==> src/vkp_pkg.sv <==
package vkp_pkg;

    localparam int MAX_REL   = 8;
    localparam int NUM_BITS  = 32;
    localparam int STK_DEPTH = 16;
    localparam int SP_W      = $clog2(STK_DEPTH + 1);
    localparam int REL_IW    = (MAX_REL > 1) ? $clog2(MAX_REL) : 1;
    localparam int RC_W      = $clog2(MAX_REL + 1);
    localparam int STEP_W    = $clog2(MAX_REL + 4);
    localparam int WBUF_N    = 8;
    localparam int N_WORDS   = 12;
    localparam int WMAX      = 7;

    typedef logic [NUM_BITS-1:0] t_num;
    localparam t_num NUM_MAX = '1;

    localparam logic [2:0] KIND_EPOCH   = 3'd0;
    localparam logic [2:0] KIND_RELEASE = 3'd1;
    localparam logic [2:0] KIND_PRE     = 3'd2;
    localparam logic [2:0] KIND_POST    = 3'd3;
    localparam logic [2:0] KIND_DEV     = 3'd4;
    localparam logic [2:0] KIND_INVALID = 3'd5;

    localparam logic [2:0] RANK_DEV_ONLY = 3'd0;
    localparam logic [2:0] RANK_NONE     = 3'd4;

    localparam logic [2:0] QS_POST = 3'd5;
    localparam logic [2:0] QS_DEV  = 3'd6;

    localparam logic [7:0] CH_NUL    = 8'h00;
    localparam logic [7:0] CH_TAB    = 8'h09;
    localparam logic [7:0] CH_SPACE  = 8'h20;
    localparam logic [7:0] CH_BANG   = 8'h21;
    localparam logic [7:0] CH_PLUS   = 8'h2b;
    localparam logic [7:0] CH_DASH   = 8'h2d;
    localparam logic [7:0] CH_DOT    = 8'h2e;
    localparam logic [7:0] CH_0      = 8'h30;
    localparam logic [7:0] CH_9      = 8'h39;
    localparam logic [7:0] CH_UA     = 8'h41;
    localparam logic [7:0] CH_UV     = 8'h56;
    localparam logic [7:0] CH_UZ     = 8'h5a;
    localparam logic [7:0] CH_USCORE = 8'h5f;
    localparam logic [7:0] CH_LV     = 8'h76;

    localparam logic [7:0] QWORD [N_WORDS][WMAX] = '{
        '{"a", "l", "p", "h", "a", 8'h00, 8'h00},
        '{"b", "e", "t", "a", 8'h00, 8'h00, 8'h00},
        '{"p", "r", "e", "v", "i", "e", "w"},
        '{"p", "r", "e", 8'h00, 8'h00, 8'h00, 8'h00},
        '{"r", "c", 8'h00, 8'h00, 8'h00, 8'h00, 8'h00},
        '{"p", "o", "s", "t", 8'h00, 8'h00, 8'h00},
        '{"r", "e", "v", 8'h00, 8'h00, 8'h00, 8'h00},
        '{"d", "e", "v", 8'h00, 8'h00, 8'h00, 8'h00},
        '{"a", 8'h00, 8'h00, 8'h00, 8'h00, 8'h00, 8'h00},
        '{"b", 8'h00, 8'h00, 8'h00, 8'h00, 8'h00, 8'h00},
        '{"c", 8'h00, 8'h00, 8'h00, 8'h00, 8'h00, 8'h00},
        '{"r", 8'h00, 8'h00, 8'h00, 8'h00, 8'h00, 8'h00}
    };
    localparam logic [3:0] QLEN [N_WORDS] = '{
        4'd5, 4'd4, 4'd7, 4'd3, 4'd2, 4'd4, 4'd3, 4'd3, 4'd1, 4'd1, 4'd1, 4'd1
    };
    localparam logic [2:0] QEFF [N_WORDS] = '{
        3'd1, 3'd2, 3'd3, 3'd3, 3'd3, 3'd5, 3'd5, 3'd6, 3'd1, 3'd2, 3'd3, 3'd5
    };

    typedef enum logic [3:0] {
        PH_LEAD, PH_AFTER_V, PH_FIRST, PH_BANG, PH_REL, PH_RDOT, PH_QTOP,
        PH_QSEP, PH_QWORD, PH_QAFTER, PH_QASEP, PH_QNUM, PH_TAIL,
        PH_FIN_OK, PH_FIN_BAD
    } t_phase;

    typedef struct packed {
        logic [7:0] char_code;
        logic       final_char;
    } t_in_item;

    typedef struct packed {
        logic [2:0]  key_kind;
        logic [2:0]  qual_rank;
        logic [31:0] number;
        logic        present;
        logic        run_end;
    } t_out_item;

    typedef struct packed {
        logic                   bad;
        t_num                   epoch;
        t_num [MAX_REL-1:0]     rel;
        logic [RC_W-1:0]        rel_count;
        logic [2:0]             pre_kind;
        t_num                   pre_value;
        logic                   post_present;
        t_num                   post_value;
        logic                   dev_present;
        t_num                   dev_value;
    } t_key;

    function automatic t_num sat_acc(input t_num a, input logic [3:0] d);
        logic [NUM_BITS+3:0] p;
        p = ({4'b0, a} << 3) + ({4'b0, a} << 1) + (NUM_BITS + 4)'(d);
        return (p > {4'b0, NUM_MAX}) ? NUM_MAX : p[NUM_BITS-1:0];
    endfunction

endpackage

==> src/vkp_front.sv <==
module vkp_front
    import vkp_pkg::*;
(
    input  logic     i_clk,
    input  logic     i_rst_n,
    input  logic     i_in_valid,
    output logic     o_in_ready,
    input  t_in_item i_in,
    input  logic     i_full,
    output logic     o_push,
    output t_key     o_key
);

    logic [7:0]      r_stk [STK_DEPTH];
    logic [7:0]      n_stk [STK_DEPTH];
    logic [SP_W-1:0] r_sp, n_sp;
    logic            r_final, n_final;
    logic            r_end, n_end;
    logic            r_rp, n_rp;
    logic [2:0]      r_rp_idx, n_rp_idx;
    logic [2:0]      r_rp_low, n_rp_low;

    t_phase          r_phase, n_phase;
    logic [2:0]      r_wm, n_wm;
    t_num            r_accum, n_accum;
    t_num            r_epoch, n_epoch;
    t_num            r_rel [MAX_REL];
    logic [RC_W-1:0] r_rel_cnt, n_rel_cnt;
    logic [2:0]      r_pre_kind, n_pre_kind;
    t_num            r_pre_val, n_pre_val;
    logic            r_post_p, n_post_p;
    t_num            r_post_v, n_post_v;
    logic            r_dev_p, n_dev_p;
    t_num            r_dev_v, n_dev_v;
    logic            r_pre_seen, n_pre_seen;
    logic            r_impl, n_impl;
    logic [7:0]      r_wbuf [WBUF_N];
    logic [2:0]      r_qual, n_qual;
    logic [7:0]      r_held, n_held;

    logic            rel_we;
    logic            wb_we;
    logic            accept;
    logic            op_pop;
    logic            op_push;
    logic [7:0]      push_val;

    logic [7:0]      c;
    logic [7:0]      lc;
    logic            dig;
    logic            sep;
    logic [3:0]      d;
    logic [3:0]      t;
    logic [7:0]      wb [WMAX];
    logic            m_found;
    logic            m_partial;
    logic            m_hit;
    logic [2:0]      m_sel;
    logic [3:0]      m_len;
    logic            ok;

    assign c   = r_stk[0];
    assign dig = (c >= CH_0) && (c <= CH_9);
    assign sep = (c == CH_DOT) || (c == CH_DASH) || (c == CH_USCORE);
    assign d   = c[3:0];
    assign lc  = ((c >= CH_UA) && (c <= CH_UZ)) ? c + 8'd32 : c;
    assign t   = {1'b0, r_wm} + 4'd1;

    assign o_in_ready = (r_sp == '0) && !r_rp && !r_final && !r_end;
    assign accept     = i_in_valid && o_in_ready;

    always_comb begin
        for (int j = 0; j < WMAX; j++) begin
            wb[j] = (3'(j) == r_wm) ? lc : r_wbuf[j];
        end
        m_found   = 1'b0;
        m_partial = 1'b0;
        m_hit     = 1'b0;
        m_sel     = '0;
        m_len     = '0;
        for (int i = 0; i < N_WORDS; i++) begin
            ok = 1'b1;
            for (int j = 0; j < WMAX; j++) begin
                if ((4'(j) < QLEN[i]) && (4'(j) < t) && (QWORD[i][j] != wb[j])) begin
                    ok = 1'b0;
                end
            end
            if (!m_found && ok) begin
                m_found = 1'b1;
                if (QLEN[i] > t) begin
                    m_partial = 1'b1;
                end else begin
                    m_hit = 1'b1;
                    m_sel = QEFF[i];
                    m_len = QLEN[i];
                end
            end
        end
    end

    always_comb begin
        logic       do_commit;
        logic       cm_push;
        logic       cm_clr;
        t_num       cm_num;
        logic       do_finish;
        n_sp = r_sp;
        n_final = r_final;
        n_end = r_end;
        n_rp = r_rp;
        n_rp_idx = r_rp_idx;
        n_rp_low = r_rp_low;
        n_phase = r_phase;
        n_wm = r_wm;
        n_accum = r_accum;
        n_epoch = r_epoch;
        n_rel_cnt = r_rel_cnt;
        n_pre_kind = r_pre_kind;
        n_pre_val = r_pre_val;
        n_post_p = r_post_p;
        n_post_v = r_post_v;
        n_dev_p = r_dev_p;
        n_dev_v = r_dev_v;
        n_pre_seen = r_pre_seen;
        n_impl = r_impl;
        n_qual = r_qual;
        n_held = r_held;
        rel_we = 1'b0;
        wb_we = 1'b0;
        op_pop = 1'b0;
        op_push = 1'b0;
        push_val = c;
        o_push = 1'b0;
        do_commit = 1'b0;
        cm_push = 1'b0;
        cm_clr = 1'b0;
        cm_num = '0;
        do_finish = 1'b0;

        if (accept) begin
            op_push = 1'b1;
            push_val = i_in.char_code;
            n_final = i_in.final_char;
        end else if (r_rp) begin
            op_push = 1'b1;
            push_val = r_wbuf[r_rp_idx];
            if (r_rp_idx == r_rp_low) begin
                n_rp = 1'b0;
            end else begin
                n_rp_idx = r_rp_idx - 3'd1;
            end
        end else if (r_sp != '0) begin
            unique case (r_phase)
                PH_LEAD: begin
                    op_pop = 1'b1;
                    if ((c == CH_LV) || (c == CH_UV)) begin
                        n_phase = PH_AFTER_V;
                    end else if (dig) begin
                        n_accum = NUM_BITS'(d);
                        n_phase = PH_FIRST;
                    end else if ((c != CH_SPACE) && (c != CH_TAB)) begin
                        n_phase = PH_FIN_BAD;
                    end
                end
                PH_AFTER_V, PH_BANG: begin
                    op_pop = 1'b1;
                    if (dig) begin
                        n_accum = NUM_BITS'(d);
                        n_phase = (r_phase == PH_AFTER_V) ? PH_FIRST : PH_REL;
                    end else begin
                        n_phase = PH_FIN_BAD;
                    end
                end
                PH_FIRST: begin
                    if (dig) begin
                        op_pop = 1'b1;
                        n_accum = sat_acc(r_accum, d);
                    end else if (c == CH_BANG) begin
                        op_pop = 1'b1;
                        n_epoch = r_accum;
                        n_accum = '0;
                        n_phase = PH_BANG;
                    end else begin
                        n_phase = PH_REL;
                    end
                end
                PH_REL: begin
                    if (dig) begin
                        op_pop = 1'b1;
                        n_accum = sat_acc(r_accum, d);
                    end else begin
                        if (r_rel_cnt < RC_W'(MAX_REL)) begin
                            rel_we = 1'b1;
                            n_rel_cnt = r_rel_cnt + 1'b1;
                        end
                        n_accum = '0;
                        if (c == CH_DOT) begin
                            op_pop = 1'b1;
                            n_phase = PH_RDOT;
                        end else begin
                            n_phase = PH_QTOP;
                        end
                    end
                end
                PH_RDOT: begin
                    if (dig) begin
                        op_pop = 1'b1;
                        if (r_rel_cnt >= RC_W'(MAX_REL)) begin
                            n_phase = PH_FIN_BAD;
                        end else begin
                            n_accum = NUM_BITS'(d);
                            n_phase = PH_REL;
                        end
                    end else begin
                        op_push = 1'b1;
                        push_val = CH_DOT;
                        n_phase = PH_QTOP;
                    end
                end
                PH_QTOP: begin
                    if (c == CH_NUL) begin
                        op_pop = 1'b1;
                        do_finish = 1'b1;
                    end else if (c == CH_PLUS) begin
                        op_pop = 1'b1;
                        n_phase = PH_TAIL;
                    end else begin
                        n_impl = (c == CH_DASH);
                        n_phase = PH_QSEP;
                        op_pop = sep;
                    end
                end
                PH_QSEP: begin
                    if (sep) begin
                        op_pop = 1'b1;
                    end else if (c == CH_NUL) begin
                        op_pop = 1'b1;
                        do_finish = 1'b1;
                    end else if (c == CH_PLUS) begin
                        op_pop = 1'b1;
                        n_phase = PH_TAIL;
                    end else begin
                        n_phase = PH_QWORD;
                        n_wm = '0;
                    end
                end
                PH_QWORD: begin
                    op_pop = 1'b1;
                    wb_we = 1'b1;
                    if (m_partial) begin
                        n_wm = t[2:0];
                    end else if (m_hit || (r_impl && (wb[0] >= CH_0) && (wb[0] <= CH_9))) begin
                        n_qual = m_hit ? m_sel : QS_POST;
                        n_wm = '0;
                        n_phase = PH_QAFTER;
                        if ((m_hit ? m_len : 4'd0) < t) begin
                            n_rp = 1'b1;
                            n_rp_idx = r_wm;
                            n_rp_low = m_hit ? m_len[2:0] : 3'd0;
                        end
                    end else begin
                        n_phase = PH_FIN_BAD;
                    end
                end
                PH_QAFTER: begin
                    if (dig) begin
                        op_pop = 1'b1;
                        n_accum = NUM_BITS'(d);
                        n_phase = PH_QNUM;
                    end else if (sep) begin
                        op_pop = 1'b1;
                        n_held = c;
                        n_phase = PH_QASEP;
                    end else begin
                        do_commit = 1'b1;
                    end
                end
                PH_QASEP: begin
                    if (dig) begin
                        op_pop = 1'b1;
                        n_accum = NUM_BITS'(d);
                        n_phase = PH_QNUM;
                    end else begin
                        do_commit = 1'b1;
                        cm_push = 1'b1;
                    end
                end
                PH_QNUM: begin
                    if (dig) begin
                        op_pop = 1'b1;
                        n_accum = sat_acc(r_accum, d);
                    end else begin
                        do_commit = 1'b1;
                        cm_num = r_accum;
                        cm_clr = 1'b1;
                    end
                end
                PH_TAIL: begin
                    op_pop = 1'b1;
                    do_finish = (c == CH_NUL);
                end
                default: begin
                    op_pop = 1'b1;
                end
            endcase

            if (do_commit) begin
                if ((r_qual != QS_POST) && (r_qual != QS_DEV) && r_pre_seen) begin
                    op_pop = 1'b1;
                    n_phase = PH_FIN_BAD;
                end else begin
                    if (r_qual == QS_POST) begin
                        n_post_p = 1'b1;
                        n_post_v = cm_num;
                    end else if (r_qual == QS_DEV) begin
                        n_dev_p = 1'b1;
                        n_dev_v = cm_num;
                    end else begin
                        n_pre_seen = 1'b1;
                        n_pre_kind = r_qual;
                        n_pre_val = cm_num;
                    end
                    if (cm_clr) begin
                        n_accum = '0;
                    end
                    if (cm_push) begin
                        op_push = 1'b1;
                        push_val = r_held;
                    end
                    n_phase = PH_QTOP;
                end
            end

            if (do_finish) begin
                if (!r_pre_seen && r_dev_p && !r_post_p) begin
                    n_pre_kind = RANK_DEV_ONLY;
                end
                n_phase = PH_FIN_OK;
            end
        end else if (r_final) begin
            op_push = 1'b1;
            push_val = CH_NUL;
            n_final = 1'b0;
            n_end = 1'b1;
        end else if (r_end && !i_full) begin
            o_push = 1'b1;
            n_end = 1'b0;
            n_phase = PH_LEAD;
            n_wm = '0;
            n_accum = '0;
            n_epoch = '0;
            n_rel_cnt = '0;
            n_pre_kind = RANK_NONE;
            n_pre_val = '0;
            n_post_p = 1'b0;
            n_post_v = '0;
            n_dev_p = 1'b0;
            n_dev_v = '0;
            n_pre_seen = 1'b0;
            n_impl = 1'b0;
            n_qual = '0;
            n_held = '0;
        end

        for (int i = 0; i < STK_DEPTH; i++) begin
            n_stk[i] = r_stk[i];
        end
        if (op_push) begin
            n_stk[0] = push_val;
            for (int i = 1; i < STK_DEPTH; i++) begin
                n_stk[i] = r_stk[i-1];
            end
            if (r_sp != SP_W'(STK_DEPTH)) begin
                n_sp = r_sp + 1'b1;
            end
        end else if (op_pop) begin
            for (int i = 0; i < STK_DEPTH - 1; i++) begin
                n_stk[i] = r_stk[i+1];
            end
            n_sp = r_sp - 1'b1;
        end
    end

    always_ff @(posedge i_clk) begin
        if (!i_rst_n) begin
            r_sp <= '0;
            r_final <= 1'b0;
            r_end <= 1'b0;
            r_rp <= 1'b0;
            r_rp_idx <= '0;
            r_rp_low <= '0;
            r_phase <= PH_LEAD;
            r_wm <= '0;
            r_accum <= '0;
            r_epoch <= '0;
            r_rel_cnt <= '0;
            r_pre_kind <= RANK_NONE;
            r_pre_val <= '0;
            r_post_p <= 1'b0;
            r_post_v <= '0;
            r_dev_p <= 1'b0;
            r_dev_v <= '0;
            r_pre_seen <= 1'b0;
            r_impl <= 1'b0;
            r_qual <= '0;
            r_held <= '0;
        end else begin
            r_sp <= n_sp;
            r_final <= n_final;
            r_end <= n_end;
            r_rp <= n_rp;
            r_rp_idx <= n_rp_idx;
            r_rp_low <= n_rp_low;
            r_phase <= n_phase;
            r_wm <= n_wm;
            r_accum <= n_accum;
            r_epoch <= n_epoch;
            r_rel_cnt <= n_rel_cnt;
            r_pre_kind <= n_pre_kind;
            r_pre_val <= n_pre_val;
            r_post_p <= n_post_p;
            r_post_v <= n_post_v;
            r_dev_p <= n_dev_p;
            r_dev_v <= n_dev_v;
            r_pre_seen <= n_pre_seen;
            r_impl <= n_impl;
            r_qual <= n_qual;
            r_held <= n_held;
        end
    end

    always_ff @(posedge i_clk) begin
        for (int i = 0; i < STK_DEPTH; i++) begin
            r_stk[i] <= n_stk[i];
        end
        if (rel_we) begin
            r_rel[REL_IW'(r_rel_cnt)] <= r_accum;
        end
        if (wb_we) begin
            r_wbuf[r_wm] <= lc;
        end
    end

    always_comb begin
        o_key.bad = (r_phase != PH_FIN_OK);
        o_key.epoch = r_epoch;
        for (int i = 0; i < MAX_REL; i++) begin
            o_key.rel[i] = r_rel[i];
        end
        o_key.rel_count = r_rel_cnt;
        o_key.pre_kind = r_pre_kind;
        o_key.pre_value = r_pre_val;
        o_key.post_present = r_post_p;
        o_key.post_value = r_post_v;
        o_key.dev_present = r_dev_p;
        o_key.dev_value = r_dev_v;
    end

endmodule

==> src/vkp_queue.sv <==
module vkp_queue
    import vkp_pkg::*;
(
    input  logic i_clk,
    input  logic i_rst_n,
    input  logic i_push,
    input  t_key i_key,
    output logic o_full,
    input  logic i_pop,
    output logic o_valid,
    output t_key o_key
);

    t_key       r_q [2];
    logic       r_wp, n_wp;
    logic       r_rp, n_rp;
    logic [1:0] r_cnt, n_cnt;

    assign o_full  = (r_cnt == 2'd2);
    assign o_valid = (r_cnt != 2'd0);
    assign o_key   = r_q[r_rp];

    always_comb begin
        n_wp = r_wp;
        n_rp = r_rp;
        n_cnt = r_cnt;
        if (i_push) begin
            n_wp = !r_wp;
        end
        if (i_pop) begin
            n_rp = !r_rp;
        end
        if (i_push && !i_pop) begin
            n_cnt = r_cnt + 2'd1;
        end else if (!i_push && i_pop) begin
            n_cnt = r_cnt - 2'd1;
        end
    end

    always_ff @(posedge i_clk) begin
        if (!i_rst_n) begin
            r_wp <= 1'b0;
            r_rp <= 1'b0;
            r_cnt <= '0;
        end else begin
            r_wp <= n_wp;
            r_rp <= n_rp;
            r_cnt <= n_cnt;
        end
    end

    always_ff @(posedge i_clk) begin
        if (i_push) begin
            r_q[r_wp] <= i_key;
        end
    end

endmodule

==> src/vkp_back.sv <==
module vkp_back
    import vkp_pkg::*;
(
    input  logic      i_clk,
    input  logic      i_rst_n,
    input  logic      i_valid,
    input  t_key      i_key,
    output logic      o_pop,
    output logic      o_out_valid,
    input  logic      i_out_ready,
    output t_out_item o_out
);

    logic [STEP_W-1:0] r_step, n_step;
    logic [STEP_W-1:0] rc;
    t_num              num;

    assign rc = STEP_W'(i_key.rel_count);
    assign o_out_valid = i_valid;

    always_comb begin
        o_out = '0;
        num = '0;
        if (i_key.bad) begin
            o_out.key_kind = KIND_INVALID;
            o_out.run_end = 1'b1;
        end else if (r_step == '0) begin
            o_out.key_kind = KIND_EPOCH;
            num = i_key.epoch;
        end else if (r_step <= rc) begin
            o_out.key_kind = KIND_RELEASE;
            num = i_key.rel[REL_IW'(r_step - 1'b1)];
        end else if (r_step == rc + 1'b1) begin
            o_out.key_kind = KIND_PRE;
            o_out.qual_rank = i_key.pre_kind;
            num = i_key.pre_value;
        end else if (r_step == rc + 2'd2) begin
            o_out.key_kind = KIND_POST;
            o_out.present = i_key.post_present;
            num = i_key.post_value;
        end else begin
            o_out.key_kind = KIND_DEV;
            o_out.present = i_key.dev_present;
            o_out.run_end = 1'b1;
            num = i_key.dev_value;
        end
        o_out.number = 32'(num);
    end

    assign o_pop = i_valid && i_out_ready && o_out.run_end;

    always_comb begin
        n_step = r_step;
        if (i_valid && i_out_ready) begin
            n_step = o_out.run_end ? '0 : r_step + 1'b1;
        end
    end

    always_ff @(posedge i_clk) begin
        if (!i_rst_n) begin
            r_step <= '0;
        end else begin
            r_step <= n_step;
        end
    end

endmodule

==> src/version_key_parser.sv <==
// Version string parser. Characters enter one per item; an accepted character
// is parsed in the cycle after it is taken, and the input is not ready again
// until it has been parsed. A character can be looked at again after a phase
// change, and a finished qualifier word pushes its leftover letters back one at
// a time before those letters are parsed again. After the final character the
// parser inserts the end marker, parses it and passes the key on, waiting while
// the key queue is full; it then accepts the next string while the key run
// (epoch, one item per release part, pre, post and dev, or a single invalid
// item) drains from a two-key queue at one item per cycle while the output is
// ready.
module version_key_parser
    import vkp_pkg::*;
(
    input  logic      i_clk,
    input  logic      i_rst_n,
    input  logic      i_in_valid,
    output logic      o_in_ready,
    input  t_in_item  i_in,
    output logic      o_out_valid,
    input  logic      i_out_ready,
    output t_out_item o_out
);

    logic f_push;
    t_key f_key;
    logic q_full;
    logic q_valid;
    t_key q_key;
    logic b_pop;

    vkp_front u_front (
        .i_clk      (i_clk),
        .i_rst_n    (i_rst_n),
        .i_in_valid (i_in_valid),
        .o_in_ready (o_in_ready),
        .i_in       (i_in),
        .i_full     (q_full),
        .o_push     (f_push),
        .o_key      (f_key)
    );

    vkp_queue u_queue (
        .i_clk   (i_clk),
        .i_rst_n (i_rst_n),
        .i_push  (f_push),
        .i_key   (f_key),
        .o_full  (q_full),
        .i_pop   (b_pop),
        .o_valid (q_valid),
        .o_key   (q_key)
    );

    vkp_back u_back (
        .i_clk       (i_clk),
        .i_rst_n     (i_rst_n),
        .i_valid     (q_valid),
        .i_key       (q_key),
        .o_pop       (b_pop),
        .o_out_valid (o_out_valid),
        .i_out_ready (i_out_ready),
        .o_out       (o_out)
    );

    a_dev_ends: assert property (@(posedge i_clk) disable iff (!i_rst_n)
        o_out_valid && (o_out.key_kind == KIND_DEV) |-> o_out.run_end)
        else $error("dev item does not end the run");

    a_run_cont: assert property (@(posedge i_clk) disable iff (!i_rst_n)
        o_out_valid && i_out_ready && !o_out.run_end |=> o_out_valid)
        else $error("key run broken before its end");

    a_pre_post: assert property (@(posedge i_clk) disable iff (!i_rst_n)
        o_out_valid && i_out_ready && (o_out.key_kind == KIND_PRE)
        |=> o_out.key_kind == KIND_POST)
        else $error("post item does not follow pre item");

    a_no_push_full: assert property (@(posedge i_clk) disable iff (!i_rst_n)
        f_push |-> !q_full)
        else $error("key pushed into a full queue");

endmodule

==> config.mk <==
export PLATFORM = sky130hd
export DESIGN_NAME = version_key_parser
export DESIGN_NICKNAME = d
export VERILOG_FILES = /design/src/vkp_pkg.sv /design/src/vkp_front.sv /design/src/vkp_queue.sv /design/src/vkp_back.sv /design/src/version_key_parser.sv
export SDC_FILE = /design/constraint.sdc
export NUM_CORES = 2
export LEC_CHECK = 0
export BUFFER_PORTS_ARGS = -buffer_cell sky130_fd_sc_hd__buf_2
export CAP_MARGIN = 30
export CELL_PAD_IN_SITES_DETAIL_PLACEMENT = 2
export CELL_PAD_IN_SITES_GLOBAL_PLACEMENT = 2
export CORE_AREA = 2 2 409 330
export DETAILED_ROUTE_END_ITERATION = 8
export DIE_AREA = 0 0 411 332
export MAX_ROUTING_LAYER = met4
export PLACE_DENSITY_LB_ADDON = 0.1
export SYNTH_ARGS = -nofsm -noshare
export SYNTH_HDL_FRONTEND = slang
export SYNTH_SLANG_ARGS = --single-unit
==> constraint.sdc <==
create_clock -name i_clk -period 20.7 [get_ports i_clk]
set_input_delay 1.035 -clock i_clk [delete_from_list [all_inputs] [get_ports i_clk]]
set_output_delay 1.035 -clock i_clk [all_outputs]
set_load 0.01 [all_outputs]
# == Yosys cells after proc, flatten, opt, wreduce, memory -nomap -nowiden ==
# Memories as Yosys holds them, arrays and structs flattened. A register that Yosys moved wholly into a read port is not among the register bits.
# Cells that the tools add are included.
# totals
output_inout_bits,42
ram_bits,1236
ff_bits,211
in_bits,13
memories,4
# op_classes
muxes,392
add_sub_neg,14
eq_ne,101
reduce_logical,113
magnitude_cmp,25
bitwise_logic,4
# mem_list
name,words,word_bits,read_ports,rd_ports_with_merged_regs,wr,line_no,source
u_queue.r_q,2,394,1,1,1,vkp_queue.sv:14,t_key r_q [2];
u_front.r_rel,8,32,8,0,1,vkp_front.sv:27,t_num r_rel [MAX_REL];
u_front.r_stk,16,8,16,0,16,vkp_front.sv:14,logic [7:0] r_stk [STK_DEPTH];
u_front.r_wbuf,8,8,8,1,1,vkp_front.sv:37,logic [7:0] r_wbuf [WBUF_N];
# ops
op,count
$mux W32,41
$mux W120,2
$mux W3,69
$mux W4,50
$mux W8,24
$ne A7 B8 Y1 const A,24
$pmux W32 S6,1
$mux W1,190
$bmux W32 S3,1
$reduce_and A7 Y1,8
$logic_and A1 B1 Y1,53
$ne A2 B2 Y1 const B,22
$pmux W4 S10,1
$add A35 B33 Y36,1
$add A36 B4 Y36,1
$gt A36 B32 Y1 const B,1
$ne A5 B5 Y1 const B,7
$eq A8 B6 Y1 const B,4
$eq A8 B7 Y1 const B,3
$logic_not A1 Y1,21
$eq A4 B4 Y1 const B,5
$ne A3 B3 Y1 const B,6
$reduce_bool A2 Y1,9
$eq A4 B3 Y1 const B,4
other kinds (63),101

# == Depth between registers and ports, before layout ==
# An unclocked memory read counts as a cell.
# logic_depth
depth_word,56
ltp_mapped,21
depth_no_buf,17

# == By module ==
# From an unflattened synthesis, not the netlist that was laid out.
# unflattened
hier_cells,4521
area_unflattened_um2,63599.7
# by_module_without_submodules
module,cells_each,area_per_inst_um2,n_inst
vkp_queue,1248,30205.2,1
vkp_front,2661,28583.7,1
vkp_back,612,4810.9,1

# == Worst setup path after synthesis ==
# Ideal clock, no wire load.
# synth_timing
path_type,register -> register
start,register u_front.r_sp[1]
end,memory u_queue.r_q[0][0] (netlist bit) (enable)
path_stages_with_launch,6
n_path_buf,1
setup_time_ps,1161
required_time_ps,19539
slack_ps,1882
arrival_ps,17657
path_cell_list,dfxtp_1 nor4_1 nor2b_1 clkbuf_1 nand2_1 nor2_1
# synth_via
elab_chain_len,8
elab_cells_between_ends,11
cone_classes,mux (5); reduce/logical (6)
# synth_lines
element,line_no,source
"start, declared",vkp_front.sv:16,"logic [SP_W-1:0] r_sp, n_sp;"
"start signal, assigned",vkp_front.sv:408,r_sp <= n_sp;
$logic_not A5 Y1,vkp_front.sv:69,assign o_in_ready = (r_sp == '0) && !r_rp && !r_final && !r_end;
$logic_and A1 B1 Y1 (3 in a row),vkp_front.sv:69,
$logic_and A1 B1 Y1,vkp_front.sv:70,assign accept = i_in_valid && o_in_ready;
$mux W1 *,vkp_front.sv:140,if (accept) begin
$mux W1 *,vkp_queue.sv:53,if (i_push) begin
$mux W1 (not written as such) *,vkp_queue.sv:54,r_q[r_wp] <= i_key;
"end, declared",vkp_queue.sv:14,
# Mark *: on every way between the ends. The rest lies on a longest branch, timed or not.

==> metrics.log <==
INFO  metric synth_async_sr_flop_share = 0%
INFO  metric finish.net_count = 4188
INFO  metric place_hpwl = 108800 um
INFO  metric pwr_density_cell = 135.7 nW/um2
INFO  metric fmaxAchievable = around 0.15 GHz
INFO  metric netlist_instances = ~4000
INFO  metric max_cap_viol_count = 0
INFO  metric die_area = 136500 um2
INFO  metric min_period = ~6.5 ns
INFO  metric status = finished clean
INFO  metric gpl.final_weighted_congestion = 0.8770
INFO  metric slew_headroom = 16.99%
INFO  metric clk-insertion-delay-late = 0.81 ns
INFO  metric power.static_leakage = 21.21 nW
INFO  metric via_per_inst = 5.985
INFO  metric post_synth_instance_area = 59090 um2
INFO  metric register_area = 41430 um2
INFO  metric grt_pass1_vias = 38700
INFO  metric regToRegSetupSlack = roughly 15 ns
INFO  metric cts_repair_resize_count = 0
INFO  metric worst-endpoint-required = 19.67 ns
INFO  metric max_slew.worst_pin.slew = between 1 and 1.5 ns
INFO  metric syn_area_per_cell = 14.67 um2
INFO  metric core = roughly 130000 um2
INFO  metric placement.io_buffers = 54
INFO  metric tritoncts_clock_tree = built
INFO  metric cts_root_buf = sky130_fd_sc_hd__clkbuf_16
INFO  metric rr_startpoint = u_front.r_stk[0][2]
INFO  metric area_added_between_synthesis_and_finish = 12.55%
INFO  metric layoutNonFillerInstCount = about 6000
INFO  metric postSynthNetCount = 4131
INFO  metric grt_antenna_before_repair = 1
INFO  metric starting_utilization_of_the_core_area = 44.52%
INFO  metric die_h = roughly 330 um
INFO  metric ff_to_ff_path_depth = 18
INFO  metric top_level_ports = 55
INFO  metric finalMaxSlewViolations = 0
INFO  metric end_kind = primary output
INFO  metric critical_path.max_fanout = 35
INFO  metric synth_enable_flop_cells = 1236
INFO  metric setup_fix_buffers_added_after_clock_tree_synthesis = 0
INFO  metric pin_count_of_the_biggest_net_entering_global_routing = 150
INFO  metric multiInputGateArea = 16790 um2
INFO  metric number_of_clock_sinks_seen_by_cts = roughly 1500
INFO  metric route.final.wire_length = approximately 180000 um
INFO  metric netlist-cell-type-count = 97
INFO  metric hold_path_end = u_queue.r_q[1][236]
INFO  metric ir_drop = 0.0001402 V
INFO  metric place_inst = between 5000 and 6000
INFO  metric wl_per_cell = ~30 um
INFO  metric synth-warning-count = 0
INFO  metric clk_transition_reported_paths = about 0.060 ns
INFO  metric holdBufCountCts = 0
INFO  metric timing.clock.skew = 0.02871 ns
INFO  metric first_iter_violations = 2977
INFO  metric critical_path.reg2reg.endpoint = u_front.r_accum[30]
INFO  metric yosys.area.top_type = sky130_fd_sc_hd__edfxtp_1
INFO  metric synth_top_cell_area_share = a little over three fifths
INFO  metric layout-drive-gt1-share = 15.26%
INFO  metric critical_path_arrival = around 5.4 ns
INFO  metric synth-main-ff-cell = sky130_fd_sc_hd__edfxtp_1
INFO  metric sum_neg_setup_slack = 0 ns
INFO  metric die-width = 411 um
INFO  metric grt_first_pass_wirelength = 266400 um
INFO  metric worstSetupStartpointType = flop
INFO  metric final-hold-violation-count = 0
INFO  metric hold_depth = 0
INFO  metric post-route-period-util = 31.20%
INFO  metric synth_area_leaders = sky130_fd_sc_hd__edfxtp_1 (63%), sky130_fd_sc_hd__dfxtp_1 (7.3%), sky130_fd_sc_hd__mux4_2 (6.7%)
INFO  metric num_vias = 35770
INFO  metric number_of_search_and_repair_iterations_in_the_first_detailed_routing_pass = 5
INFO  metric unrepaired_setup_endpoints_after_global_routing = no
INFO  metric postRouteAntennaNets = 0
INFO  metric floorplan.rows = 120
INFO  metric layout.core_utilization = 50.10%
INFO  metric num-fill-cells = roughly 12000
INFO  metric sequential_area_share_after_synthesis = 70.10%
INFO  metric global_route_total_usage_across_every_layer = 27.12%
INFO  metric fin_hold_ws = 0.4354 ns
INFO  metric synth.ff_latch_count = roughly 1500
INFO  metric worstHoldStart = u_front.r_rel[4][3]
INFO  metric cts-buffers-inserted = 147
INFO  metric grt.overflow.total = 0
INFO  metric setup_viol_count_final = 0
INFO  metric htreeDepth = 4
INFO  metric drc_errors = 0
INFO  metric post-layout-total-power = approximately 9 mW
INFO  metric max-clock-path-buffers = 3
INFO  metric setup.worst_path.class = reg -> out
INFO  metric hp-class = reg -> reg
==> cell usage in the layout (no fill, tap or decap), types with 111 or more instances in the layout <==
master,instances
sky130_fd_sc_hd__clkbuf_16,148
sky130_fd_sc_hd__mux4_2,176
sky130_fd_sc_hd__nor2_1,163
sky130_fd_sc_hd__nand3_1,163
sky130_fd_sc_hd__mux2i_1,111
sky130_fd_sc_hd__nand2_1,617
sky130_fd_sc_hd__o21ai_0,133
sky130_fd_sc_hd__edfxtp_1,1236
sky130_fd_sc_hd__dfxtp_1,213
sky130_fd_sc_hd__a21oi_1,237
==> final cells by class <==
type | instances | share of cell area (%)
tap | 1769 | 3.328
sequential | 1451 | 62.29
multi-input combinational | 2300 | 25.25
clock inverter | 79 | 1.210
antenna | 1 | 0.003763
clock buffer | 192 | 6.058
inverter | 47 | 0.2766
timing repair buffer | 138 | 1.580
==> stage by stage <==
stage / setup slack [ns] / area, um2
finish: 14.24 / 66500
global route: 14.01 / 66500
CTS: 14.19 / 66450
floorplan: 1.882 / 59090
detailed placement: 15.11 / 61610
global placement: 15.20 / 61510
==> Yosys cell counts (all sizes together), types with 36 or more instances <==
library cell	count
clkbuf	194
o21ai	137
ha	87
mux4	176
nand3	163
nor2	166
a21oi	241
a211oi	110
inv	45
dfxtp	215
mux2i	111
nand2	619
buf	36
edfxtp	1236
mux2	45
==> sequential cells by signal (all words and copies together) (netlist names), 4 cells and up, named ones only <==
name / flops
u_front.r_held: 8
u_front.r_epoch: 32
u_front.r_sp: 5
u_front.r_post_v: 32
u_queue.r_q: 788
u_back.r_step: 4
u_front.r_wbuf: 64
u_front.r_rel: 256
u_front.r_dev_v: 32
u_front.r_pre_val: 32
u_front.r_stk: 128
u_front.r_phase: 4
u_front.r_rel_cnt: 4
u_front.r_accum: 32
==> worst max-delay path, stage by stage, from the launching register on <==
cell and delay, ns:
sky130_fd_sc_hd__dfxtp_4 0.79, sky130_fd_sc_hd__mux2i_1 0.40, sky130_fd_sc_hd__inv_1 0.13, sky130_fd_sc_hd__ha_1 0.24, sky130_fd_sc_hd__xor2_1 0.17, sky130_fd_sc_hd__xnor2_1 0.18
sky130_fd_sc_hd__nor4_2 0.26, sky130_fd_sc_hd__buf_4 0.55, sky130_fd_sc_hd__nor2b_4 0.27, sky130_fd_sc_hd__buf_4 0.36, sky130_fd_sc_hd__a211oi_1 0.27, sky130_fd_sc_hd__a211oi_1 0.08
sky130_fd_sc_hd__a211oi_1 0.62, sky130_fd_sc_hd__buf_2 0.25
==> how the worst max path moves through the flow <==
stage / from / endpoint / slack (ns) / cells after the start
2_1_floorplan: u_front.r_sp[1] / u_queue.r_q[0][0] / 1.88 / 5
3_3_place_gp: u_front.r_sp[1] / u_queue.r_q[1][214] / 15.20 / 7
3_5_place_dp: u_front.r_stk[0][2] / u_front.r_accum[30] / 15.11 / 18
4_1_cts: flop / o_out[30] / 14.19 / 13
5_1_grt: flop / o_out[30] / 14.01 / 13
6_report: flop / o_out[30] / 14.24 / 13
==> per-layer routing <==
| layer | GRT usage, % | wire, um |
|---|---|---|
| met2 | 42.90 | 86610 |
| met3 | 3.766 | 8761 |
| met4 | 7.092 | 4065 |
| met1 | 37.08 | 79510 |
| met5 | - | 0 |
==> report_power, final <==
group          total, mW  leakage (nW)  internal [mW]  switching (mW)
registers           4.12          12.4           3.90           0.222
logic               2.21          6.45          0.592            1.62
clock network       2.70          2.36           1.51            1.19
==> kinds of logic (layout without fill, tap and decap cells) <==
| kind of cell | count (synthesis) | in the layout | share of synthesized area, % |
|---|---|---|---|
| flops | 1451 | 1451 | 70.10 |
| xor+xnor | 43 | 43 | 0.6374 |
| buf+inv | 277 | 456 | 1.783 |
| simple gates | 1160 | 1160 | 8.824 |
| other cells | 0 | 1 | 0 |
| compound gates | 675 | 675 | 7.267 |
| mux | 332 | 332 | 9.446 |
| fa+ha+maj | 90 | 90 | 1.944 |
Power figures use the tool's default switching activity.
